$ cat config.mk
export PLATFORM = sky130hd
export DESIGN_NAME = second_chance_block_cache_policy_flat
export DESIGN_NICKNAME = d
export VERILOG_FILES = /design/src/rtl/core/scbc_pkg.sv /design/src/rtl/core/scbc_if.sv /design/src/rtl/core/scbc_front.sv /design/src/rtl/core/scbc_back.sv /design/src/rtl/core/second_chance_block_cache_policy.sv /design/src/flat_wrapper.sv
export VERILOG_INCLUDE_DIRS = /design/src /design/src/rtl/core
export SDC_FILE = /design/constraint.sdc
export NUM_CORES = 1
export LEC_CHECK = 0
export BUFFER_PORTS_ARGS = -buffer_cell sky130_fd_sc_hd__buf_2
export CORE_MARGIN = 5
export CORE_UTILIZATION = 50
export CTS_CLUSTER_SIZE = 40
export DETAILED_ROUTE_END_ITERATION = 6
export GPL_TIMING_DRIVEN = 1
export PLACE_DENSITY = 0.63
export SYNTH_ARGS = -nofsm -noshare
export SYNTH_HDL_FRONTEND = slang
export SYNTH_SLANG_ARGS = --single-unit
$ cat constraint.sdc
create_clock -name i_clk -period 10.2 [get_ports i_clk]
set_input_delay 0.51 -clock i_clk [delete_from_list [all_inputs] [get_ports i_clk]]
set_output_delay 0.51 -clock i_clk [all_outputs]
set_load 0.01 [all_outputs]
$ cat src/rtl/core/second_chance_block_cache_policy_macros.svh
// Assertion macros for the second-chance cache policy
`ifndef SECOND_CHANCE_BLOCK_CACHE_POLICY_MACROS_SVH
`define SECOND_CHANCE_BLOCK_CACHE_POLICY_MACROS_SVH

// Implication checked on every rising clock edge outside reset.
`define SCBC_ASSERT_IMP(label, clk, rst_n, pre, post) \
    label: assert property (@(posedge clk) disable iff (!rst_n) (pre) |-> (post)) \
        else $error("%s failed", "label");

// Next-cycle implication checked outside reset.
`define SCBC_ASSERT_NXT(label, clk, rst_n, pre, post) \
    label: assert property (@(posedge clk) disable iff (!rst_n) (pre) |=> (post)) \
        else $error("%s failed", "label");

`endif

$ cat src/rtl/core/scbc_pkg.sv
// -----------------------------------------------------------------------------
// scbc_pkg
// Shared constants, codes and types of the second-chance cache policy.
// -----------------------------------------------------------------------------
`default_nettype none
package scbc_pkg;
    localparam int DEF_ENTRIES    = 16;
    localparam int DEF_BLOCK_BITS = 20;
    localparam int CFG_BITS       = 21;
    localparam int OP_BITS        = 2;
    localparam int ST_BITS        = 2;
    localparam int FQ_DEPTH       = 2;

    localparam logic [OP_BITS-1:0] OP_FAULT = 2'd0;
    localparam logic [OP_BITS-1:0] OP_READ  = 2'd1;
    localparam logic [OP_BITS-1:0] OP_WRITE = 2'd2;
    localparam logic [OP_BITS-1:0] OP_FLUSH = 2'd3;

    localparam logic [ST_BITS-1:0] ST_DONE     = 2'd0;
    localparam logic [ST_BITS-1:0] ST_MISSING  = 2'd1;
    localparam logic [ST_BITS-1:0] ST_REJECTED = 2'd2;
    localparam logic [ST_BITS-1:0] ST_RESIDENT = 2'd3;

    localparam logic [CFG_BITS-1:0] BLOCK_COUNT_RESET = 21'd1048576;
    localparam int SUPERBLOCK = 1;
endpackage
`default_nettype wire

$ cat src/rtl/core/scbc_if.sv
// -----------------------------------------------------------------------------
// scbc_req_if / scbc_rsp_if
// Valid/ready channels for request and result words.
// -----------------------------------------------------------------------------
`default_nettype none
interface scbc_req_if #(parameter int BLOCK_BITS = 20);
    logic                  valid;
    logic                  ready;
    logic [1:0]            operation;
    logic [BLOCK_BITS-1:0] block_number;
    modport source (output valid, operation, block_number, input ready);
    modport sink   (input valid, operation, block_number, output ready);
endinterface

interface scbc_rsp_if #(parameter int BLOCK_BITS = 20, parameter int CNT_BITS = 5);
    logic                  valid;
    logic                  ready;
    logic [1:0]            status;
    logic                  evict_valid;
    logic [BLOCK_BITS-1:0] evicted_block;
    logic                  writeback_valid;
    logic [BLOCK_BITS-1:0] writeback_block;
    logic [CNT_BITS-1:0]   resident_count;
    modport source (output valid, status, evict_valid, evicted_block, writeback_valid,
                    writeback_block, resident_count, input ready);
    modport sink   (input valid, status, evict_valid, evicted_block, writeback_valid,
                    writeback_block, resident_count, output ready);
endinterface
`default_nettype wire

$ cat src/rtl/core/scbc_front.sv
// -----------------------------------------------------------------------------
// scbc_front
// Accepts request words, range-checks the block and queues them for the back.
// -----------------------------------------------------------------------------
`default_nettype none
module scbc_front
    import scbc_pkg::*;
#(
    parameter int BLOCK_BITS = DEF_BLOCK_BITS
) (
    input  wire logic                  i_clk,
    input  wire logic                  i_rst_n,
    input  wire logic [CFG_BITS-1:0]   i_block_count,
    scbc_req_if.sink                   req,
    output logic                       o_q_valid,
    input  wire logic                  i_q_pop,
    output logic [OP_BITS-1:0]         o_q_op,
    output logic [BLOCK_BITS-1:0]      o_q_blk,
    output logic                       o_q_rej
);
    localparam int W = OP_BITS + BLOCK_BITS + 1;
    localparam int XW = (BLOCK_BITS > CFG_BITS) ? BLOCK_BITS : CFG_BITS;

    logic [W-1:0] r_q [FQ_DEPTH];
    logic         r_wp, r_rp, n_wp, n_rp;
    logic [1:0]   r_cnt, n_cnt;
    logic         w_push, w_rej;
    logic [XW-1:0] w_b, w_c;

    assign w_b = XW'(req.block_number);
    assign w_c = XW'(i_block_count);
    // block_count is 21 bits; wider block numbers compare exactly here
    assign w_rej = (req.block_number == BLOCK_BITS'(0)) ||
                   (req.block_number == BLOCK_BITS'(SUPERBLOCK)) || (w_b >= w_c);

    assign req.ready = (r_cnt != 2'(FQ_DEPTH));
    assign w_push    = req.valid && req.ready;
    assign o_q_valid = (r_cnt != 2'd0);
    assign {o_q_op, o_q_blk, o_q_rej} = r_q[r_rp];

    always_comb begin
        n_wp  = r_wp ^ w_push;
        n_rp  = r_rp ^ i_q_pop;
        n_cnt = r_cnt + 2'(w_push) - 2'(i_q_pop);
    end

    always_ff @(posedge i_clk) begin
        if (!i_rst_n) begin
            r_wp <= 1'b0; r_rp <= 1'b0; r_cnt <= 2'd0;
        end else begin
            r_wp <= n_wp; r_rp <= n_rp; r_cnt <= n_cnt;
        end
        if (w_push) r_q[r_wp] <= {req.operation, req.block_number, w_rej};
    end
endmodule
`default_nettype wire

$ cat src/rtl/core/scbc_back.sv
// -----------------------------------------------------------------------------
// scbc_back
// Sequencer over the entry list: lookup, rotation, eviction, append.
// -----------------------------------------------------------------------------
`default_nettype none
module scbc_back
    import scbc_pkg::*;
#(
    parameter int ENTRIES    = DEF_ENTRIES,
    parameter int BLOCK_BITS = DEF_BLOCK_BITS
) (
    input  wire logic                  i_clk,
    input  wire logic                  i_rst_n,
    input  wire logic                  i_q_valid,
    output logic                       o_q_pop,
    input  wire logic [OP_BITS-1:0]    i_q_op,
    input  wire logic [BLOCK_BITS-1:0] i_q_blk,
    input  wire logic                  i_q_rej,
    scbc_rsp_if.source                 rsp
);
    localparam int IW = $clog2(ENTRIES);
    localparam int CW = $clog2(ENTRIES + 1);

    localparam logic [2:0] S_IDLE = 3'd0, S_FIND = 3'd1, S_ROT = 3'd2,
                           S_COPY = 3'd3, S_FIN = 3'd4, S_OUT = 3'd5;

    logic [BLOCK_BITS-1:0] r_blk [ENTRIES];
    logic [BLOCK_BITS-1:0] r_nb  [ENTRIES];
    logic [ENTRIES-1:0]    r_acc, r_dty, r_nd;
    logic [CW-1:0]         r_cnt, r_i, r_n;
    logic                  r_pass, r_hit;
    logic [IW-1:0]         r_pos;
    logic [2:0]            r_st;
    logic [OP_BITS-1:0]    r_op;
    logic [BLOCK_BITS-1:0] r_b;
    logic [ST_BITS-1:0]    r_status;
    logic                  r_ev, r_wb, r_ov;
    logic [BLOCK_BITS-1:0] r_evb, r_wbb;
    logic [ST_BITS-1:0]    r_ost;
    logic                  r_oev, r_owb;
    logic [BLOCK_BITS-1:0] r_oevb, r_owbb;
    logic [CW-1:0]         r_ocnt;
    logic [IW-1:0]         w_i;

    assign w_i     = r_i[IW-1:0];
    assign o_q_pop = (r_st == S_IDLE) && i_q_valid;

    // result word is held in its own register while the next word is worked
    assign rsp.valid           = r_ov;
    assign rsp.status          = r_ost;
    assign rsp.evict_valid     = r_oev;
    assign rsp.evicted_block   = r_oevb;
    assign rsp.writeback_valid = r_owb;
    assign rsp.writeback_block = r_owbb;
    assign rsp.resident_count  = 5'(r_ocnt);

    always_ff @(posedge i_clk) begin
        if (!i_rst_n) begin
            r_st <= S_IDLE; r_acc <= '0; r_dty <= '0; r_cnt <= '0; r_ov <= 1'b0;
        end else begin
            if (rsp.valid && rsp.ready) r_ov <= 1'b0;
            case (r_st)
                S_IDLE: if (i_q_valid) begin
                    r_op <= i_q_op; r_b <= i_q_blk; r_i <= '0; r_hit <= 1'b0;
                    r_ev <= 1'b0; r_wb <= 1'b0; r_evb <= '0; r_wbb <= '0;
                    r_status <= ST_DONE;
                    if (i_q_rej) begin
                        r_status <= ST_REJECTED; r_st <= S_OUT;
                    end else r_st <= S_FIND;
                end
                S_FIND: begin
                    if (r_i < r_cnt && !r_hit) begin
                        if (r_blk[w_i] == r_b) begin
                            r_hit <= 1'b1; r_pos <= w_i;
                        end
                        r_i <= r_i + 1'b1;
                    end else begin
                        r_i <= '0; r_n <= '0; r_pass <= 1'b0;
                        if (r_op == OP_FAULT) begin
                            if (r_hit) begin
                                r_status <= ST_RESIDENT; r_st <= S_OUT;
                            end else r_st <= S_ROT;
                        end else if (!r_hit) begin
                            r_status <= ST_MISSING; r_st <= S_OUT;
                        end else begin
                            case (r_op)
                                OP_READ:  r_acc[r_pos] <= 1'b1;
                                OP_WRITE: begin
                                    r_acc[r_pos] <= 1'b1; r_dty[r_pos] <= 1'b1;
                                end
                                default: if (r_dty[r_pos]) begin
                                    r_wb <= 1'b1; r_wbb <= r_b; r_dty[r_pos] <= 1'b0;
                                end
                            endcase
                            r_st <= S_OUT;
                        end
                    end
                end
                S_ROT: begin
                    // two stable passes: unaccessed first, then accessed
                    if (r_i < r_cnt) begin
                        if (r_acc[w_i] == r_pass) begin
                            r_nb[r_n[IW-1:0]] <= r_blk[w_i];
                            r_nd[r_n[IW-1:0]] <= r_dty[w_i];
                            r_n <= r_n + 1'b1;
                        end
                        r_i <= r_i + 1'b1;
                    end else if (!r_pass) begin
                        r_pass <= 1'b1; r_i <= '0;
                    end else begin
                        r_i <= '0; r_st <= S_COPY;
                    end
                end
                S_COPY: begin
                    if (r_i < r_cnt) begin
                        r_blk[w_i] <= r_nb[w_i];
                        r_dty[w_i] <= r_nd[w_i];
                        r_acc[w_i] <= 1'b0;
                        r_i <= r_i + 1'b1;
                    end else r_st <= S_FIN;
                end
                S_FIN: begin
                    if (r_cnt == CW'(ENTRIES)) begin
                        r_ev <= 1'b1; r_evb <= r_blk[0];
                        if (r_dty[0]) begin
                            r_wb <= 1'b1; r_wbb <= r_blk[0];
                        end
                        for (int k = 0; k < ENTRIES - 1; k++) begin
                            r_blk[k] <= r_blk[k+1];
                            r_dty[k] <= r_dty[k+1];
                            r_acc[k] <= r_acc[k+1];
                        end
                        r_blk[ENTRIES-1] <= r_b;
                        r_acc[ENTRIES-1] <= 1'b1;
                        r_dty[ENTRIES-1] <= 1'b0;
                    end else begin
                        r_blk[r_cnt[IW-1:0]] <= r_b;
                        r_acc[r_cnt[IW-1:0]] <= 1'b1;
                        r_dty[r_cnt[IW-1:0]] <= 1'b0;
                        r_cnt <= r_cnt + 1'b1;
                    end
                    r_st <= S_OUT;
                end
                S_OUT: if (!r_ov) begin
                    r_ov <= 1'b1; r_st <= S_IDLE;
                    r_ost <= r_status; r_oev <= r_ev; r_oevb <= r_evb;
                    r_owb <= r_wb; r_owbb <= r_wbb; r_ocnt <= r_cnt;
                end
                default: r_st <= S_IDLE;
            endcase
        end
    end
endmodule
`default_nettype wire

$ cat src/rtl/core/second_chance_block_cache_policy.sv
// A rejected word goes from the queue straight to the result register. A fault that
// misses runs a lookup walk, two rotation passes and a copy pass, one entry per
// cycle, then append and output. The back sequencer works one word at a time;
// the front queue holds two more words, the result register one finished
// word. Reset clears all marks, the count and the queue.
// -----------------------------------------------------------------------------
// second_chance_block_cache_policy
// Top level: front classifier, word queue and back list sequencer.
// -----------------------------------------------------------------------------
`default_nettype none
`include "second_chance_block_cache_policy_macros.svh"
module second_chance_block_cache_policy
    import scbc_pkg::*;
#(
    parameter int ENTRIES    = DEF_ENTRIES,
    parameter int BLOCK_BITS = DEF_BLOCK_BITS
) (
    input  wire logic                i_clk,
    input  wire logic                i_rst_n,
    input  wire logic                i_cfg_we,
    input  wire logic [CFG_BITS-1:0] i_cfg_data,
    scbc_req_if.sink                 req,
    scbc_rsp_if.source               rsp
);
    logic [CFG_BITS-1:0]   r_block_count;
    logic                  w_qv, w_pop, w_rej;
    logic [OP_BITS-1:0]    w_op;
    logic [BLOCK_BITS-1:0] w_blk;

    always_ff @(posedge i_clk) begin
        if (!i_rst_n) r_block_count <= BLOCK_COUNT_RESET;
        else if (i_cfg_we) r_block_count <= i_cfg_data;
    end

    scbc_front #(.BLOCK_BITS(BLOCK_BITS)) u_front (
        .i_clk, .i_rst_n, .i_block_count(r_block_count), .req,
        .o_q_valid(w_qv), .i_q_pop(w_pop), .o_q_op(w_op), .o_q_blk(w_blk),
        .o_q_rej(w_rej));

    scbc_back #(.ENTRIES(ENTRIES), .BLOCK_BITS(BLOCK_BITS)) u_back (
        .i_clk, .i_rst_n, .i_q_valid(w_qv), .o_q_pop(w_pop), .i_q_op(w_op),
        .i_q_blk(w_blk), .i_q_rej(w_rej), .rsp);

    `SCBC_ASSERT_IMP(a_pop_has_word, i_clk, i_rst_n, w_pop, w_qv)
    `SCBC_ASSERT_IMP(a_count_bound, i_clk, i_rst_n, rsp.valid,
                     rsp.resident_count <= 5'(ENTRIES))
    `SCBC_ASSERT_IMP(a_wb_on_evict, i_clk, i_rst_n, rsp.valid && rsp.evict_valid &&
                     rsp.writeback_valid, rsp.writeback_block == rsp.evicted_block)
    `SCBC_ASSERT_NXT(a_rsp_hold, i_clk, i_rst_n, rsp.valid && !rsp.ready, rsp.valid)
endmodule
`default_nettype wire

$ cat src/flat_wrapper.sv
// flat-port wrapper written by rule: the top's interface ports become plain ports
module second_chance_block_cache_policy_flat import scbc_pkg::*;
#(
    parameter int ENTRIES    = DEF_ENTRIES,
    parameter int BLOCK_BITS = DEF_BLOCK_BITS
)
  (i_clk, i_rst_n, i_cfg_we, i_cfg_data, req_valid, req_operation, req_block_number, req_ready, rsp_valid, rsp_status, rsp_evict_valid, rsp_evicted_block, rsp_writeback_valid, rsp_writeback_block, rsp_resident_count, rsp_ready);
  scbc_req_if #(.BLOCK_BITS(BLOCK_BITS)) req_i ();
  scbc_rsp_if #(.BLOCK_BITS(BLOCK_BITS), .CNT_BITS(5)) rsp_i ();
  input  wire logic i_clk;
  input  wire logic i_rst_n;
  input  wire logic i_cfg_we;
  input  wire logic [CFG_BITS-1:0] i_cfg_data;
  input wire logic [$bits(req_i.valid)-1:0] req_valid;
  input wire logic [$bits(req_i.operation)-1:0] req_operation;
  input wire logic [$bits(req_i.block_number)-1:0] req_block_number;
  output wire logic [$bits(req_i.ready)-1:0] req_ready;
  output wire logic [$bits(rsp_i.valid)-1:0] rsp_valid;
  output wire logic [$bits(rsp_i.status)-1:0] rsp_status;
  output wire logic [$bits(rsp_i.evict_valid)-1:0] rsp_evict_valid;
  output wire logic [$bits(rsp_i.evicted_block)-1:0] rsp_evicted_block;
  output wire logic [$bits(rsp_i.writeback_valid)-1:0] rsp_writeback_valid;
  output wire logic [$bits(rsp_i.writeback_block)-1:0] rsp_writeback_block;
  output wire logic [$bits(rsp_i.resident_count)-1:0] rsp_resident_count;
  input wire logic [$bits(rsp_i.ready)-1:0] rsp_ready;
  assign req_i.valid = req_valid;
  assign req_i.operation = req_operation;
  assign req_i.block_number = req_block_number;
  assign req_ready = req_i.ready;
  assign rsp_valid = rsp_i.valid;
  assign rsp_status = rsp_i.status;
  assign rsp_evict_valid = rsp_i.evict_valid;
  assign rsp_evicted_block = rsp_i.evicted_block;
  assign rsp_writeback_valid = rsp_i.writeback_valid;
  assign rsp_writeback_block = rsp_i.writeback_block;
  assign rsp_resident_count = rsp_i.resident_count;
  assign rsp_i.ready = rsp_ready;
  second_chance_block_cache_policy #(.ENTRIES(ENTRIES), .BLOCK_BITS(BLOCK_BITS)) u_core (.i_clk(i_clk), .i_rst_n(i_rst_n), .i_cfg_we(i_cfg_we), .i_cfg_data(i_cfg_data), .req(req_i), .rsp(rsp_i));
endmodule
==> flow_summary.toml <==
[status]
status = "finished, final reports clean"

[global_routing]
grt_use_total = 0.239
antenna_found_initial = 3
grt_max_degree = 235
grt_pass1_vias = 22900
grt_pass1_wl_um = 155000
grt_overflow = 0

[final_layout]
fin_util = 0.561
layout-drive-gt1-share = 0.223
nets = 2729
area_growth_syn_to_layout_pct = 11.9
nFillCells = 6358

[floorplan]
core_um2 = 80200
ios = 99
dieHeight_um = 294
rows = 104
start_util = 0.501
die-width_um = 294
die-area_um2 = 86200

[routing]
wl_um = 104000
drt-pass1-iter-count = 6
wl_per_cell_um = 27.6
drt_iter0_drc = 2826
vias = 23400
ant_nets = 0
drc = 0
viasPerCell = 6.20

[flow_run]
cap_violations = 0

[timing]
finalHoldViolations = 0
period_share = 0.480
fin_hold_ws_ps = 45.7
worst_pin_slew_ps = 1310
setup_slack_ps = 5300
rsz0062_at_grt = "no"
post-route-min-period_ps = 4900
fin_tns_setup_ps = 0
relSlewSlack = 0.0996
fmax_mhz = 204
skew_ps = 64.2
finalSetupViolCount = 0
slew_viol_final = 0

[clocking]
post_cts_buffers = 0
insertion_delay_ps = 680
clk_pin_slew_worst_paths_ps = 60
cts_sinks = 903
cts_resized = 0
clk_path_buf_depth = 3
hold_buffers = 0
cts_root_buffer = "clkbuf_16"
cts-buffers-inserted = 94
cts-htree-levels = 3
cts_tree = "yes"

[synthesis]
yosysWarnings = 0
syn-cell-area_um2 = 40200
synth_fp_nets = 2651
yosysTopAreaCellShare = 0.622
syn_inst = 2560
avgSynthCellArea_um2 = 15.7
synthTopCellsByArea = "edfxtp_1, mux4_2, a21o_1, dfxtp_1, mux2i_1"
ys_seq_area_frac = 0.657
ys_seq_elements = 903
yosysTopAreaCell = "edfxtp_1"
synth-main-ff-cell = "edfxtp_1"
synth_cell_types = 67
synth_edf_count = 832
ys_async_sr_fraction = 0

[worst_setup_path]
cp_data_arrival_time_ps = 5270
critPathBufInv = 2
setup.worst_path.class = "reg2reg"
worst_path_max_delay_cell = "dfxtp_4"
end_kind = "flip-flop"
crit_fanout = 53
critPathLaunchType = "flip-flop"
worst_ep_required_time_ps = 10570
crit_family = "buffers and inverters"
cp_common_cell = "buf_4"
cp_cell_sequence = "buf_4 > buf_4 > mux4_2 > nor3_1 > a2111oi_0 > nand3_1 > nand4_1 > nor4_1 > and4_1 > or2_1"
crit_path_max_incr_delay_ps = 920

[placement]
post-place-ws_ps = 5310
dp_hpwl_um = 64800
port_buffers = 98
gp_congestion = 0.892

[power]
power_w = 0.0135
power_density_nw_per_um2 = 301
leakagePower_nw = 16.8
ir_drop_mv = 0.180

[worst_hold_path]
hold_class = "in2reg"
routing by layer:
metal  track usage  vias up  part of all wire
li1              -    10200                 -
met1         0.349    12100              0.42
met2         0.384     1017              0.48
met3        0.0443      139             0.082
met4        0.0521        0             0.021
met5             0        -                 0
path summary, 6_finish.rpt:
check	from	endpoint	slack (ps)	cells past startpoint
max reg2reg	flip-flop	u_core.u_back.r_hit	5300	10
min reg2reg	u_core.u_back.r_evb[7]	u_core.u_back.rsp.evicted_block[7]	400	0
min	req_operation[0]	u_core.u_front.r_q[1][21]	50	1
max	flip-flop	u_core.u_back.r_hit	5300	10
Yosys cell counts (8+ instances only):
library cell  count
mux2_2           32
buf_1            18
xor2_1           24
clkbuf_1         72
and3_1           36
nand3_1          11
o221a_2          13
xnor2_1          24
buf_2            73
mux2i_1          73
a21o_1          353
nor3_1           24
nor2b_1          33
a31oi_1          12
nand4_1           8
buf_4            17
a21oi_2          13
nand2b_1         12
nand2_1         118
a21oi_1          97
and2_1           14
edfxtp_1        832
mux4_2          188
nor2_1          103
ha_1             43
dfxtp_1          71
a22oi_1          22
o21ai_0          86
inv_1            42
registers in the layout, summed over array words and instances (netlist names), 2 cells and up, named ones only:
name                               cells
u_core.u_back.r_nd                    16
u_core.u_back.r_acc                   16
u_core.u_back.rsp.status               2
u_core.u_back.r_evb                   20
u_core.u_back.rsp.evicted_block       20
u_core.u_back.r_st                     3
u_core.u_back.r_op                     2
u_core.u_back.r_nb                   320
u_core.u_back.r_b                     20
u_core.u_front.r_q                    46
u_core.u_back.r_n                      4
u_core.u_back.r_pos                    4
u_core.u_back.r_wbb                   20
u_core.u_back.r_cnt                    5
u_core.r_block_count                  21
u_core.u_back.r_blk                  320
u_core.u_back.r_status                 2
u_core.u_back.rsp.writeback_block     20
u_core.u_back.r_i                      5
u_core.u_back.rsp.resident_count       5
u_core.u_front.r_cnt                   2
where the power goes:
group	internal, W	total (W)	switching, W
Sequential	0.00511	0.00542	0.000309
Combinational	0.00196	0.00459	0.00263
Clock	0.00204	0.00351	0.00147
Total	0.00911	0.0135	0.00442
final cells by class:
type                            count  area (um^2)  area share
Sequential cell                   903        26400       0.587
Multi-Input combinational cell   1426        12800       0.285
Clock buffer                      118         2500      0.0557
Tap cell                         1060         1330      0.0295
Timing Repair Buffer              170         1040      0.0232
Clock inverter                     59          694      0.0154
Inverter                           43          161     0.00359
Antenna cell                        2         5.00    0.000111
layout by cell type, fill, tap and decap left out, drive strengths merged, types with 33 or more instances in the layout:
cell and instances:
a21oi 110, clkinv 44, and3 36, inv 46, ha 43, mux2i 73, clkbuf 118, o21ai 87
nand2 118, mux4 188, dfxtp 71, a21o 353, edfxtp 832, buf 170, nor2 106, nor2b 33
cells by family (layout without fill, tap and decap cells):
| logic type | after synthesis | after routing | share of synthesized area |
|---|---|---|---|
| buf+inv | 231 | 390 | 0.0271 |
| xor+xnor | 48 | 48 | 0.0105 |
| compound gates | 651 | 651 | 0.113 |
| other cells | 0 | 2 | 0 |
| mux | 293 | 293 | 0.132 |
| fa+ha+maj | 43 | 43 | 0.0134 |
| simple gates | 391 | 391 | 0.0470 |
| flops | 903 | 903 | 0.657 |
worst reg2reg max path, stage by stage, from the launching register on:
cell and delay [ps]:
dfxtp_4 920, buf_4 840, buf_4 880, mux4_2 440, nor3_1 190, a2111oi_0 90
nand3_1 130, nand4_1 100, nor4_1 420, and4_1 440, or2_1 160
stage by stage:
stage          std cells  instance area (um^2)
2_1_floorplan       2560                 40200
3_3_place_gp        3602                 41800
3_5_place_dp        3602                 41800
4_1_cts             3779                 45000
5_1_grt             3779                 45000
6_report            3781                 45000
Power figures use the tool's default switching activity.
